## src/hw/rtl/amx_pkg.sv

```systemverilog
// Shared opcodes, status codes and controller/datapath interface types.
`default_nettype none
package amx_pkg;

	localparam int VERTEX_W = 4;
	localparam int OPCODE_W = 3;
	localparam int STATUS_W = 2;
	localparam int COUNT_W  = 5;
	localparam int FIELD_LIMIT = 16;

	localparam logic [OPCODE_W-1:0] OP_ADD      = 3'd0;
	localparam logic [OPCODE_W-1:0] OP_REMOVE   = 3'd1;
	localparam logic [OPCODE_W-1:0] OP_QUERY    = 3'd2;
	localparam logic [OPCODE_W-1:0] OP_LIST_OUT = 3'd3;
	localparam logic [OPCODE_W-1:0] OP_LIST_IN  = 3'd4;

	localparam logic [STATUS_W-1:0] ST_OK      = 2'd0;
	localparam logic [STATUS_W-1:0] ST_RANGE   = 2'd1;
	localparam logic [STATUS_W-1:0] ST_PRESENT = 2'd2;
	localparam logic [STATUS_W-1:0] ST_ABSENT  = 2'd3;

	localparam logic [COUNT_W-1:0] VERTEX_COUNT_RST = 5'd16;

	typedef struct packed {
		logic capture;
		logic exec;
		logic scan_start;
		logic scan_step;
		logic scan_finish;
	} amx_cmd_t;

	typedef struct packed {
		logic op_valid;
		logic is_list;
		logic in_range;
		logic scan_done;
		logic hit;
		logic pend_valid;
		logic out_free;
	} amx_stat_t;

endpackage
`default_nettype wire

```

## src/hw/rtl/adjacency_matrix_engine.sv

```systemverilog
// Top level of the directed-graph adjacency-matrix engine.
// Requests enter on the s_ stream, results leave on the m_ stream, one item per
// request except for neighbour lists, which give one item per neighbour in
// ascending order (tlast on the final one) or a single item with neighbor_valid
// low when the list is empty. Edge add, remove and query are captured, then
// executed into the result register; a list scans a row or column of the
// matrix one vertex per cycle, up to the effective vertex count.
// Undefined opcodes are dropped without a result. Output back-pressure stalls
// the scan. The matrix is cleared by reset; vertex_count may be written only
// while no request is in flight.
`default_nettype none
module adjacency_matrix_engine
	import amx_pkg::*;
#(
	parameter int MAX_VERTICES = 16
) (
	input  wire logic                clk,
	input  wire logic                arst_n,
	input  wire logic                s_tvalid,
	output logic                     s_tready,
	input  wire logic [15:0]         s_tdata,   // opcode[2:0], src_vertex[6:3], dst_vertex[10:7]
	output logic                     m_tvalid,
	input  wire logic                m_tready,
	output logic [7:0]               m_tdata,   // status[1:0], edge_present[2], neighbor[6:3],
	                                            // neighbor_valid[7]
	output logic                     m_tlast,
	input  wire logic                cfg_we,
	input  wire logic [COUNT_W-1:0]  cfg_wdata  // vertex_count
);

	amx_cmd_t  cmd;
	amx_stat_t stat;

	amx_ctrl u_ctrl (
		.clk      (clk),
		.arst_n   (arst_n),
		.s_tvalid (s_tvalid),
		.s_tready (s_tready),
		.stat     (stat),
		.cmd      (cmd)
	);

	amx_datapath #(
		.MAX_VERTICES (MAX_VERTICES)
	) u_datapath (
		.clk       (clk),
		.arst_n    (arst_n),
		.s_tdata   (s_tdata),
		.m_tvalid  (m_tvalid),
		.m_tready  (m_tready),
		.m_tdata   (m_tdata),
		.m_tlast   (m_tlast),
		.cfg_we    (cfg_we),
		.cfg_wdata (cfg_wdata),
		.cmd       (cmd),
		.stat      (stat)
	);

endmodule
`default_nettype wire

```

## src/hw/rtl/amx_ctrl.sv

```systemverilog
// Request sequencer: decode, single-result execution and list scan control.
`default_nettype none
module amx_ctrl
	import amx_pkg::*;
(
	input  wire logic      clk,
	input  wire logic      arst_n,
	input  wire logic      s_tvalid,
	output logic           s_tready,
	input  amx_stat_t      stat,
	output amx_cmd_t       cmd
);

	localparam logic [1:0] S_IDLE   = 2'd0;
	localparam logic [1:0] S_DECODE = 2'd1;
	localparam logic [1:0] S_SCAN   = 2'd2;
	localparam logic [1:0] S_FINISH = 2'd3;

	logic [1:0] state_q;
	logic [1:0] state_d;

	always_comb begin
		state_d  = state_q;
		cmd      = '0;
		s_tready = 1'b0;
		unique case (state_q)
			S_IDLE: begin
				s_tready = 1'b1;
				if (s_tvalid) begin
					cmd.capture = 1'b1;
					state_d     = S_DECODE;
				end
			end
			S_DECODE: begin
				if (!stat.op_valid) begin
					state_d = S_IDLE;
				end else if (stat.is_list && stat.in_range) begin
					cmd.scan_start = 1'b1;
					state_d        = S_SCAN;
				end else if (stat.out_free) begin
					cmd.exec = 1'b1;
					state_d  = S_IDLE;
				end
			end
			S_SCAN: begin
				if (stat.scan_done) begin
					state_d = S_FINISH;
				end else if (!(stat.hit && stat.pend_valid) || stat.out_free) begin
					cmd.scan_step = 1'b1;
				end
			end
			S_FINISH: begin
				if (stat.out_free) begin
					cmd.scan_finish = 1'b1;
					state_d         = S_IDLE;
				end
			end
		endcase
	end

	always_ff @(posedge clk or negedge arst_n) begin
		if (!arst_n) begin
			state_q <= S_IDLE;
		end else begin
			state_q <= state_d;
		end
	end

endmodule
`default_nettype wire

```

## src/hw/rtl/amx_datapath.sv

```systemverilog
// Edge matrix, request registers, scan counter and result register.
`default_nettype none
module amx_datapath
	import amx_pkg::*;
#(
	parameter int MAX_VERTICES = 16
) (
	input  wire logic                clk,
	input  wire logic                arst_n,
	input  wire logic [15:0]         s_tdata,
	output logic                     m_tvalid,
	input  wire logic                m_tready,
	output logic [7:0]               m_tdata,
	output logic                     m_tlast,
	input  wire logic                cfg_we,
	input  wire logic [COUNT_W-1:0]  cfg_wdata,
	input  amx_cmd_t                 cmd,
	output amx_stat_t                stat
);

	localparam int NV = (MAX_VERTICES < FIELD_LIMIT) ? MAX_VERTICES : FIELD_LIMIT;
	localparam int IW = $clog2(NV);
	localparam int CW = $clog2(NV + 1);

	logic [NV-1:0]         mat_q [NV];
	logic [COUNT_W-1:0]    vc_q;
	logic [OPCODE_W-1:0]   op_q;
	logic [VERTEX_W-1:0]   src_q;
	logic [VERTEX_W-1:0]   dst_q;
	logic [CW-1:0]         v_q;
	logic                  pend_valid_q;
	logic [IW-1:0]         pend_q;

	logic                  out_valid_q;
	logic [STATUS_W-1:0]   out_status_q;
	logic                  out_present_q;
	logic [VERTEX_W-1:0]   out_nb_q;
	logic                  out_nbv_q;
	logic                  out_last_q;

	logic [CW-1:0]         n_eff;
	logic [IW-1:0]         s_idx;
	logic [IW-1:0]         d_idx;
	logic [IW-1:0]         v_idx;
	logic [IW-1:0]         row_addr;
	logic [NV-1:0]         row_rd;
	logic                  edge_bit;
	logic                  hit;
	logic                  out_free;
	logic                  emit;

	// effective count saturates to the matrix size
	assign n_eff = (vc_q > COUNT_W'(NV)) ? CW'(NV) : vc_q[CW-1:0];

	assign s_idx    = src_q[IW-1:0];
	assign d_idx    = dst_q[IW-1:0];
	assign v_idx    = v_q[IW-1:0];
	assign row_addr = (op_q == OP_LIST_IN) ? v_idx : s_idx;
	assign row_rd   = mat_q[row_addr];
	assign edge_bit = row_rd[d_idx];
	assign hit      = (op_q == OP_LIST_OUT) ? row_rd[v_idx] : row_rd[s_idx];
	assign out_free = !out_valid_q || m_tready;
	assign emit     = cmd.scan_step && hit && pend_valid_q;

	assign stat.op_valid   = (op_q <= OP_LIST_IN);
	assign stat.is_list    = (op_q == OP_LIST_OUT) || (op_q == OP_LIST_IN);
	assign stat.in_range   = ({1'b0, src_q} < COUNT_W'(n_eff)) &&
	                         (stat.is_list || ({1'b0, dst_q} < COUNT_W'(n_eff)));
	assign stat.scan_done  = (v_q == n_eff);
	assign stat.hit        = hit;
	assign stat.pend_valid = pend_valid_q;
	assign stat.out_free   = out_free;

	assign m_tvalid = out_valid_q;
	assign m_tdata  = {out_nbv_q, out_nb_q, out_present_q, out_status_q};
	assign m_tlast  = out_last_q;

	always_ff @(posedge clk or negedge arst_n) begin
		if (!arst_n) begin
			vc_q <= VERTEX_COUNT_RST;
		end else if (cfg_we) begin
			vc_q <= cfg_wdata;
		end
	end

	always_ff @(posedge clk) begin
		if (cmd.capture) begin
			op_q  <= s_tdata[OPCODE_W-1:0];
			src_q <= s_tdata[OPCODE_W +: VERTEX_W];
			dst_q <= s_tdata[OPCODE_W+VERTEX_W +: VERTEX_W];
		end
	end

	always_ff @(posedge clk or negedge arst_n) begin
		if (!arst_n) begin
			for (int i = 0; i < NV; i++) begin
				mat_q[i] <= '0;
			end
		end else if (cmd.exec && stat.in_range) begin
			if (op_q == OP_ADD && !edge_bit) begin
				mat_q[s_idx][d_idx] <= 1'b1;
			end else if (op_q == OP_REMOVE && edge_bit) begin
				mat_q[s_idx][d_idx] <= 1'b0;
			end
		end
	end

	always_ff @(posedge clk or negedge arst_n) begin
		if (!arst_n) begin
			v_q          <= '0;
			pend_valid_q <= 1'b0;
		end else if (cmd.scan_start) begin
			v_q          <= '0;
			pend_valid_q <= 1'b0;
		end else if (cmd.scan_step) begin
			v_q <= v_q + CW'(1);
			if (hit) begin
				pend_valid_q <= 1'b1;
			end
		end
	end

	always_ff @(posedge clk) begin
		if (cmd.scan_step && hit) begin
			pend_q <= v_idx;
		end
	end

	always_ff @(posedge clk or negedge arst_n) begin
		if (!arst_n) begin
			out_valid_q <= 1'b0;
		end else if (cmd.exec || emit || cmd.scan_finish) begin
			out_valid_q <= 1'b1;
		end else if (m_tready) begin
			out_valid_q <= 1'b0;
		end
	end

	always_ff @(posedge clk) begin
		if (cmd.exec) begin
			out_present_q <= stat.in_range && (op_q == OP_QUERY) && edge_bit;
			out_nb_q      <= '0;
			out_nbv_q     <= 1'b0;
			out_last_q    <= 1'b1;
			priority if (!stat.in_range) begin
				out_status_q <= ST_RANGE;
			end else if (op_q == OP_ADD && edge_bit) begin
				out_status_q <= ST_PRESENT;
			end else if (op_q == OP_REMOVE && !edge_bit) begin
				out_status_q <= ST_ABSENT;
			end else begin
				out_status_q <= ST_OK;
			end
		end else if (emit || cmd.scan_finish) begin
			out_status_q  <= ST_OK;
			out_present_q <= 1'b0;
			out_nb_q      <= pend_valid_q ? VERTEX_W'(pend_q) : '0;
			out_nbv_q     <= pend_valid_q;
			out_last_q    <= cmd.scan_finish;
		end
	end

endmodule
`default_nettype wire

```

## config.mk

```make
export PLATFORM = sky130hd
export DESIGN_NAME = adjacency_matrix_engine
export DESIGN_NICKNAME = d
export VERILOG_FILES = /design/src/hw/rtl/amx_pkg.sv /design/src/hw/rtl/adjacency_matrix_engine.sv /design/src/hw/rtl/amx_ctrl.sv /design/src/hw/rtl/amx_datapath.sv
export SDC_FILE = /design/constraint.sdc
export NUM_CORES = 1
export LEC_CHECK = 0
export ABC_AREA = 1
export BUFFER_PORTS_ARGS = -buffer_cell sky130_fd_sc_hd__buf_2
export CAP_MARGIN = 25
export CORE_ASPECT_RATIO = 1.1
export CORE_UTILIZATION = 30
export DETAILED_ROUTE_END_ITERATION = 12
export PLACE_DENSITY = 0.49
export SLEW_MARGIN = 20
export SYNTH_ARGS = -nofsm -noshare
export SYNTH_HDL_FRONTEND = slang
export SYNTH_HIERARCHICAL = 1
export SYNTH_SLANG_ARGS = --single-unit
```

## constraint.sdc

```tcl
create_clock -name clk -period 4.4 [get_ports clk]
set_input_delay 1.32 -clock clk [delete_from_list [all_inputs] [get_ports clk]]
set_output_delay 1.32 -clock clk [all_outputs]
set_load 0.005 [all_outputs]
```

## Yosys cells after proc, flatten, opt, wreduce, memory -nomap -nowiden

Cells that the tools add are included.

- Add/sub/neg operators: 1
- $mul: 0
- Div/mod/pow operators: 0
- Order comparisons: 11
- Equal/unequal tests: 10
- Shift-type cells: 0
- Mux-type cells: 51
- Bitwise gates (word level): 5
- Reduce and logical (&&, ||, !) cells: 34

Operators by type and width:

| operator | count |
|---|---|
| 256-bit 2-to-1 mux | 2 |
| 256-bit AND | 1 |
| 256-bit NOT | 1 |
| 256-bit OR | 1 |
| 16-bit binary-select mux with 4-bit select | 1 |
| 16-bit demux with 4-bit select | 1 |
| 16-bit 2-to-1 mux | 3 |
| 2-bit 2-to-1 mux | 12 |
| 1-bit 2-to-1 mux | 22 |
| 4-bit by 5-bit less-than comparator with 1-bit output, second input constant | 3 |
| 5-bit 2-to-1 mux | 3 |
| 1-bit logical AND | 14 |
| 1-bit binary-select mux with 4-bit select | 3 |
| 5-bit >= comparator, second input constant | 2 |
| 4-bit by 5-bit less-than comparator with 1-bit output | 2 |
| 4-bit NOT with 5-bit output | 2 |
| 2-bit nonzero test | 5 |
| 4-bit 2-to-1 mux | 2 |
| 2-bit case mux with 4 select lines | 1 |
| 1-bit logical OR | 7 |
| 3-bit by 2-bit equality test with 1-bit output, second input constant | 2 |
| 2-bit AND reduction | 3 |
| 5-bit by 1-bit adder with 5-bit output, second input constant | 1 |
| 5-bit equality test | 1 |
| 13 further kinds | 17 |

- Register bits after elaboration: 294
- Bits in latches: 0
- Bits in writable memories: 0
- ROM bits: 0
- Input bits: 26
- Output and inout port bits: 11
- Memories: 0

## Depth between registers and ports, before layout

Gate-level depths: netlist of the first run.

- Depth after elaboration: 20
- Gate-level depth with buffers: 25
- Mapped depth without buffers: 21

## Cells and area by module

Netlist of the first run, hierarchy kept.

Modules (own cells, without submodules):

| module | instances | cells an instance | area an instance (µm²) | seq. area each (µm²) |
|---|---|---|---|---|
| amx_datapath | 1 | 2538 | 16976.3 | 7368.3 |
| amx_ctrl | 1 | 27 | 156.4 | 50.0 |

## Worst setup path after synthesis of the first run

No wires, ideal clock.

- Path kind: flip-flop to flip-flop
- From: register u_datapath.op_q[0]
- To: register u_datapath.out_present_q (enable)
- Setup time: 0.307 ns
- Arrival time: 2.950 ns
- Required time: 4.093 ns
- Slack: 1.142 ns
- Stages on the path, launching flop included: 20
- Cell sequence: edfxtp_1 -> nor2_4 -> nand2_2 -> buf_4 -> o21ai_2 -> clkbuf_1 -> nand3_1 -> nand2_1 -> nand2_1 -> nand2_1 -> nor2_1 -> nor2_1 -> nor2_1 -> nand3_1 -> nand2_1 -> buf_4 -> a31oi_1 -> clkbuf_1 -> nand3_1 -> nand3_1

RTL lines:

| item | line | RTL |
|---|---|---|
| start: declaration | amx_datapath.sv:27 | `logic [OPCODE_W-1:0] op_q;` |
| start signal: assignment | amx_datapath.sv:88 | `op_q <= s_tdata[OPCODE_W-1:0];` |
| end signal: assignment | amx_datapath.sv:141 | `out_present_q <= stat.in_range && (op_q == OP_QUERY) && edge_bit;` |
| end: declaration | amx_datapath.sv:36 | `logic out_present_q;` |

==> summary.md, run 1 <==
| Metric | Value |
|---|---|
| Outcome | `finished, final reports clean` |
| # IOs | `37` |
| Least-Margin Pin Slew | `0.964 ns` |
| Number of cell rows | `91` |
| Antenna-violating nets left | `0` |
| Final Cell Area | `about 20000 sq um` |
| Hold buffer count at cts | `0` |
| Drt drc | `0` |
| Fmax | `0.251 GHz` |
| Area after DPL | `18300 sq um` |
| CP Data Required Time | `4.88 ns` |
| ANT cells | `0` |
| CTS Buf Count | `37` |
| Clk Latency, worst-skew pair | `0.55 ns` |
| Pwr Total | `9000 uW` |
| Period utilisation layout | `a little over 90%` |
| Worst Hold Class | `register to register` |
| Synth Area per Inst | `6.68 sq um` |
| Via count | `16971` |
| Synth-to-Final Area Change | `13.6%` |
| Synth Instances | `2565` |
| RSZ-0062 raised after global routing | `no` |
| GRT Total Usage | `20.6%` |
| Type of the worst setup path | `register to register` |
| Final setup violation count | `0` |
| Initial antenna violation count | `0` |
| Pins Over Slew Limit | `0` |
| IO Port Bufs | `31` |
| EDFF count, synth | `18` |
| Leakage Power | `0.00898 uW` |
| WL/cell | `18.1 um` |
| Worst-case reg-to-reg path depth | `19` |
| Async SR Flop Fraction | `about nine tenths` |
| Worst Setup End Kind | `register` |
| Critical Path Fanout Max | `approximately 150` |
| Syn Nets | `2598` |
| Initial Util | `between 30% and 40%` |
| Largest net degree at the start of global routing | `155` |
| CTS H-tree lvls | `2` |
| Max Buffers Root-to-Sink | `3` |
| Mapped Area | `17100 sq um` |
| Synth Warn # | `6` |
| Post-layout min period | `3.99 ns` |
| Die extent in y | `253 um` |
| Full die area | `58100 sq um` |
| Drt pass-1 iters | `6` |
| Synth unique cells | `36` |
| Peak supply drop | `around 0.24 mV` |
| Hold Path Stages | `2` |
| Crit start category | `register` |
| CTS root buffer | `clkbuf_16` |
| Core area | `between 50000 and 60000 sq um` |
| Synth Register Bits | `294` |
| Grt total ovfl | `0` |
| Vias in the first global route | `15797` |
| Seq/Total Area, Yosys | `between 40 and 50%` |
| Maxcap violations | `0` |
| First-pass GRT wire length | `just over 90000 um` |
| Reg2Reg Setup Slack | `0.41 ns` |
| Post-CTS Setup Bufs | `0` |
| Non-filler cells, final | `3303` |
| Worst reg2reg path startpoint | `u_datapath/op_q[0]` |
| WHS | `0.468 ns` |
| Max Clock Skew | `0.0118 ns` |
| Post-Route WL | `between 50000 and 60000 um` |
| Starting DRT DRC Count | `1698` |
| Post-layout nets | `2568` |
| CTS sink count | `about 290` |
| Die Width | `230 um` |
| RD Place Congestion | `0.873` |
| Worst-path clk slew | `0.06 ns` |
| Ys flop type | `dfrtp_1` |
| Relative slew slack | `35.4%` |
| CTS tree | `done` |
| Total negative slack | `0 ns` |
| Final Hold Vio Count | `0` |
| CP Data Arrival Time | `4.47 ns` |
| DPL Wire Length | `approximately 35000 um` |
| Vias per cell | `between 5 and 6` |
| Layout cells sized above 1 | `7.11%` |
| Post-CTS Resized | `0` |
| Cells after DPL | `~3200` |
| Cell Pwr Density | `462 nW/um^2` |
-- placed cells by master, fill, tap and decap left out, types with 12 or more instances in the layout --
cell	Yosys	final
buf_12	0	28
clkbuf_16	0	37
dfrtp_1	269	269
nor2_1	292	292
nand3_1	537	537
edfxtp_1	18	18
a21oi_1	12	12
nand4_1	12	12
inv_1	36	36
nand2_1	1153	1151
buf_4	34	46
buf_2	96	30
clkbuf_1	44	12
-- layout make-up --
type / count / area [sq um]
Sequential cell: 294 / 7420
Inverter: 42 / 158
Timing Repair Buffer: 105 / 1070
Clock buffer: 57 / 1080
Fill cell: 5967 / 36800
Clock inverter: 6 / 108
Tap cell: 744 / 931
Multi-Input combinational cell: 2055 / 8700
-- cells by family after synthesis --
logic type / share of synthesized area, %
DFF: 43.3
and+or+nand+nor: 48.6
adders and majority gates: 0.511
muxes: 0.197
xor gates and xnor gates: 0.102
buffers and inverters: 6.18
AOI/OAI and AO/OA: 1.15
-- worst max-delay path by stage --
| stage | start | to | cells past startpoint |
|---|---|---|---|
| after floorplan | u_datapath/op_q[0] | u_datapath/out_present_q | 19 |
| after global placement | u_datapath/op_q[0] | register | 19 |
| after detailed placement | u_datapath/op_q[0] | u_datapath/v_q[4] | 23 |
| after CTS | u_datapath/op_q[0] | register | 19 |
| after global routing | u_datapath/op_q[1] | u_datapath/v_q[4] | 24 |
| final | u_datapath/op_q[0] | register | 19 |
-- report_power, final --
part           total, uW  internal [uW]  switching [uW]
registers           2980           2850             128
logic               2950            792            2160
clock network       3070           1860            1210
total               9000           5500            3490
-- synthesized netlist by cell type (2+ instances only) --
| cell type | instances | area share [%] |
|---|---|---|
| nand2_1 | 1153 | 25 |
| nand3_1 | 537 | 16 |
| nor2_1 | 292 | 6.4 |
| dfrtp_1 | 269 | 39 |
| buf_2 | 96 | 2.8 |
| clkbuf_1 | 44 | 0.96 |
| inv_1 | 36 | 0.79 |
| buf_4 | 34 | 1.5 |
| edfxtp_1 | 18 | 3.2 |
| a21oi_1 | 12 | 0.35 |
| nand4_1 | 12 | 0.44 |
| ha_1 | 7 | 0.51 |
| dfxtp_1 | 6 | 0.70 |
| nor3_1 | 6 | 0.18 |
| nand2_2 | 5 | 0.18 |
| inv_2 | 4 | 0.088 |
| o21ai_0 | 4 | 0.12 |
| mux2_2 | 3 | 0.20 |
| o21ai_1 | 3 | 0.088 |
| a31oi_1 | 2 | 0.073 |
| clkinv_1 | 2 | 0.044 |
| nand3_2 | 2 | 0.12 |
| nor2_4 | 2 | 0.13 |
| o21ai_2 | 2 | 0.10 |
| o21ai_4 | 2 | 0.19 |
| xnor2_1 | 2 | 0.10 |
-- stage by stage --
| stage | util [%] | setup slack (ns) |
|---|---|---|
| final | 34.6 | 0.411 |
| after detailed placement | 32.5 | 0.518 |
| after floorplan | - | 1.14 |
| after global routing | 34.6 | 0.0771 |
| after CTS | 34.6 | 0.466 |
| after global placement | 32.5 | 0.536 |
-- worst max-delay path, cell delays in order, from the launching register on --
cell and delay [ns]:
edfxtp_1 0.45, nor2_4 0.21, nand2_2 0.25, nand2_1 0.21, nand2_4 0.21, buf_4 0.29, nand2_1 0.08, nand3_1 0.07
nand3_1 0.10, nand3_1 0.25, nand2_1 0.18, nand2_1 0.06, nand4_1 0.10, nand2_1 0.06, nand2_1 0.10, nor2_4 0.07
nor3_4 0.22, buf_12 0.53, nand3_1 0.15, nand2_1 0.11
-- routing by layer --
metal,vias up,global-route usage [%],share of wire (%)
met1,8211,28.1,45
met5,-,0,0
met4,0,7.40,2.9
met2,502,33.7,46
li1,8158,-,-
met3,100,2.26,5.6
(Power assumes the default switching activity.)
==> run 2, diff against run 1 <==
CORE_UTILIZATION = 55   (was 30)
PLACE_DENSITY = 0.76   (was 0.49)
==> run 2 against run 1 <==
Total power down 2.3%. Register-to-register slack worse by 0.06 ns. Wire length down 11%. Die area down 45%. Cell count down 10%. Maximum frequency down 1.4%. Final area down 1.7%. Via count up 3.0%. Largest cell class unchanged.
==> summary.md, run 2 (synthesis results as in run 1) <==
| Metric | Value |
|---|---|
| Met1 GRT Util | `45.2% (was 28.1%)` |
| CTS Buf Count | `35 (was 37)` |
| Critical Path Fanout Max | `96 (was 154)` |
| Max Clock Skew | `0.0184 ns (was 0.0118 ns)` |
| Period utilisation layout | `92.0% (was 90.7%)` |
| Crit start category | `register (unchanged)` |
| Met3 GRT Util | `5.12% (was 2.26%)` |
| Worst Setup End Kind | `register (unchanged)` |
| Antenna-violating nets left | `0 (unchanged)` |
| Vias in the first global route | `16150 (was 15797)` |
| Synth-to-Final Area Change | `11.7% (was 13.6%)` |
| Outcome | `finished, final reports clean (unchanged)` |
| Maxcap violations | `0 (unchanged)` |
| Grt peak-use layer | `met2 (unchanged)` |
| Fillers | `2750 (was 5967)` |
| Post-Route WL | `53200 um (was 59900 um)` |
| Most common cell after layout, fill and taps aside | `nand2_1 (unchanged)` |
| Post-layout min period | `4.05 ns (was 3.99 ns)` |
| Drt drc | `0 (unchanged)` |
| RD Place Congestion | `0.967 (was 0.873)` |
| Full die area | `31900 sq um (was 58100 sq um)` |
| Drt pass-1 iters | `7 (was 6)` |
| Non-filler cells, final | `2966 (was 3303)` |
| RSZ-0062 raised after global routing | `no (unchanged)` |
| Hold buffer count at cts | `0 (unchanged)` |
| IO Port Bufs | `31 (unchanged)` |
| Max Buffers Root-to-Sink | `3 (unchanged)` |
| Initial antenna violation count | `0 (unchanged)` |
| Layout cells sized above 1 | `6.97% (was 7.11%)` |
| Vias per cell | `5.89 (was 5.14)` |
| Pins Over Slew Limit | `0 (unchanged)` |
| Relative slew slack | `21.6% (was 35.4%)` |
| Most frequent cells in the layout | `nand2_1 (1153), nand3_1 (537), nor2_1 (292) (was nand2_1 (1151), nand3_1 (537), nor2_1 (292))` |
| Starting DRT DRC Count | `2029 (was 1698)` |
| # IOs | `37 (unchanged)` |
| Fmax | `0.247 GHz (was 0.251 GHz)` |
| Final Cell Area | `19100 sq um (was 19500 sq um)` |
| Post-CTS Setup Bufs | `0 (unchanged)` |
| CTS root buffer | `clkbuf_16 (unchanged)` |
| Die Width | `170 um (was 230 um)` |
| DPL Wire Length | `31800 um (was 34900 um)` |
| Post-CTS Resized | `0 (unchanged)` |
| Die extent in y | `187 um (was 253 um)` |
| Worst Hold Class | `register to register (unchanged)` |
| Via count | `17475 (was 16971)` |
| Peak supply drop | `0.263 mV (was 0.244 mV)` |
| WHS | `0.452 ns (was 0.468 ns)` |
| CP Data Arrival Time | `4.45 ns (was 4.47 ns)` |
| Cell Pwr Density | `459 nW/um^2 (was 462 nW/um^2)` |
| Worst-path clk slew | `0.06 ns (about the same)` |
| Area after DPL | `17900 sq um (was 18300 sq um)` |
| Clk Latency, worst-skew pair | `0.52 ns (was 0.55 ns)` |
| Post-layout nets | `2559 (was 2568)` |
| Final Hold Vio Count | `0 (unchanged)` |
| Core area | `30600 sq um (was 56200 sq um)` |
| Total negative slack | `0 ns (unchanged)` |
| Largest net degree at the start of global routing | `97 (was 155)` |
| Type of the worst setup path | `register to register (unchanged)` |
| CTS tree | `done (unchanged)` |
| Met2 Usage GRT | `53.2% (was 33.7%)` |
| GRT Total Usage | `33.8% (was 20.6%)` |
| ANT cells | `0 (unchanged)` |
| CP Data Required Time | `4.81 ns (was 4.88 ns)` |
| CTS sink count | `294 (unchanged)` |
| Cells after DPL | `2899 (was 3240)` |
| Grt total ovfl | `0 (unchanged)` |
| Pwr Total | `8790 uW (was 9000 uW)` |
| WL/cell | `17.9 um (was 18.1 um)` |
| Final setup violation count | `0 (unchanged)` |
| Least-Margin Pin Slew | `1.17 ns (was 0.964 ns)` |
| Leakage Power | `0.00902 uW (was 0.00898 uW)` |
| Number of cell rows | `67 (was 91)` |
| CTS H-tree lvls | `2 (unchanged)` |
| First-pass GRT wire length | `85200 um (was 93300 um)` |
| Initial Util | `56.0% (was 30.5%)` |
[run 2: cell count changes in the layout (fill, tap and decap cells not counted), moves of 3 or more]
cell	change
buf_6	+3
buf_4	-19
clkbuf_1	-6
clkinv_2	+5
buf_16	+6
[run 2: power by group]
group / internal, uW / leakage, uW / switching [uW]
Clock: 1770 / 0.000583 / 1170
Sequential: 2850 / 0.00397 / 136
Combinational: 798 / 0.00447 / 2070
Total: 5420 / 0.00902 / 3370
[run 2: worst max-delay path: stages, from the launching register on]
cell and delay [ns]:
dfrtp_1 0.59, inv_2 0.27, nand3_2 0.14, nand2_4 0.29, buf_4 0.36, nand2_1 0.08, nand3_1 0.08, nand3_1 0.08
nand3_1 0.19, nand2_1 0.14, nand2_1 0.08, nand2_1 0.06, o21ai_1 0.12, nand2_1 0.10, nor2_4 0.21, nand3_1 0.21
nand2_8 0.24, buf_12 0.35, nand2_1 0.11, nand2_1 0.09, nand2_1 0.05
[run 2: metal layers]
metal	routed length, um	share of wire, %
met5	0	0
met4	2330	4.4
met3	5120	9.6
met2	24700	46
met1	21100	40
[run 2: worst paths after layout]
path                                    startpoint            endpoint  slack, ns  cells past startpoint
worst min register to register  u_datapath/m_tlast  u_datapath/m_tlast       0.45                      2
worst max register to register   u_datapath/v_q[0]            register       0.35                     20
max in group asynchronous                   arst_n           async pin       2.59                      2
min in group asynchronous                   arst_n           async pin       0.80                      1
worst min-delay path            u_datapath/m_tlast  u_datapath/m_tlast       0.45                      2
worst max-delay path             u_datapath/v_q[0]            register       0.35                     20
[run 2: layout make-up]
type	instances	area (sq um)	share of cell area, %
Timing Repair Buffer	98	1180	6.15
Inverter	42	158	0.824
Multi-Input combinational cell	2055	8690	45.4
Sequential cell	294	7420	38.8
Clock inverter	10	83.8	0.438
Tap cell	414	518	2.71
Clock buffer	53	1090	5.68
[run 2: through the flow]
stage,setup WS (ns),util (%)
2_1_floorplan,1.14,-
3_3_place_gp,0.582,58.0
3_5_place_dp,0.523,58.4
4_1_cts,0.499,62.3
5_1_grt,0.0262,62.5
6_report,0.353,62.5
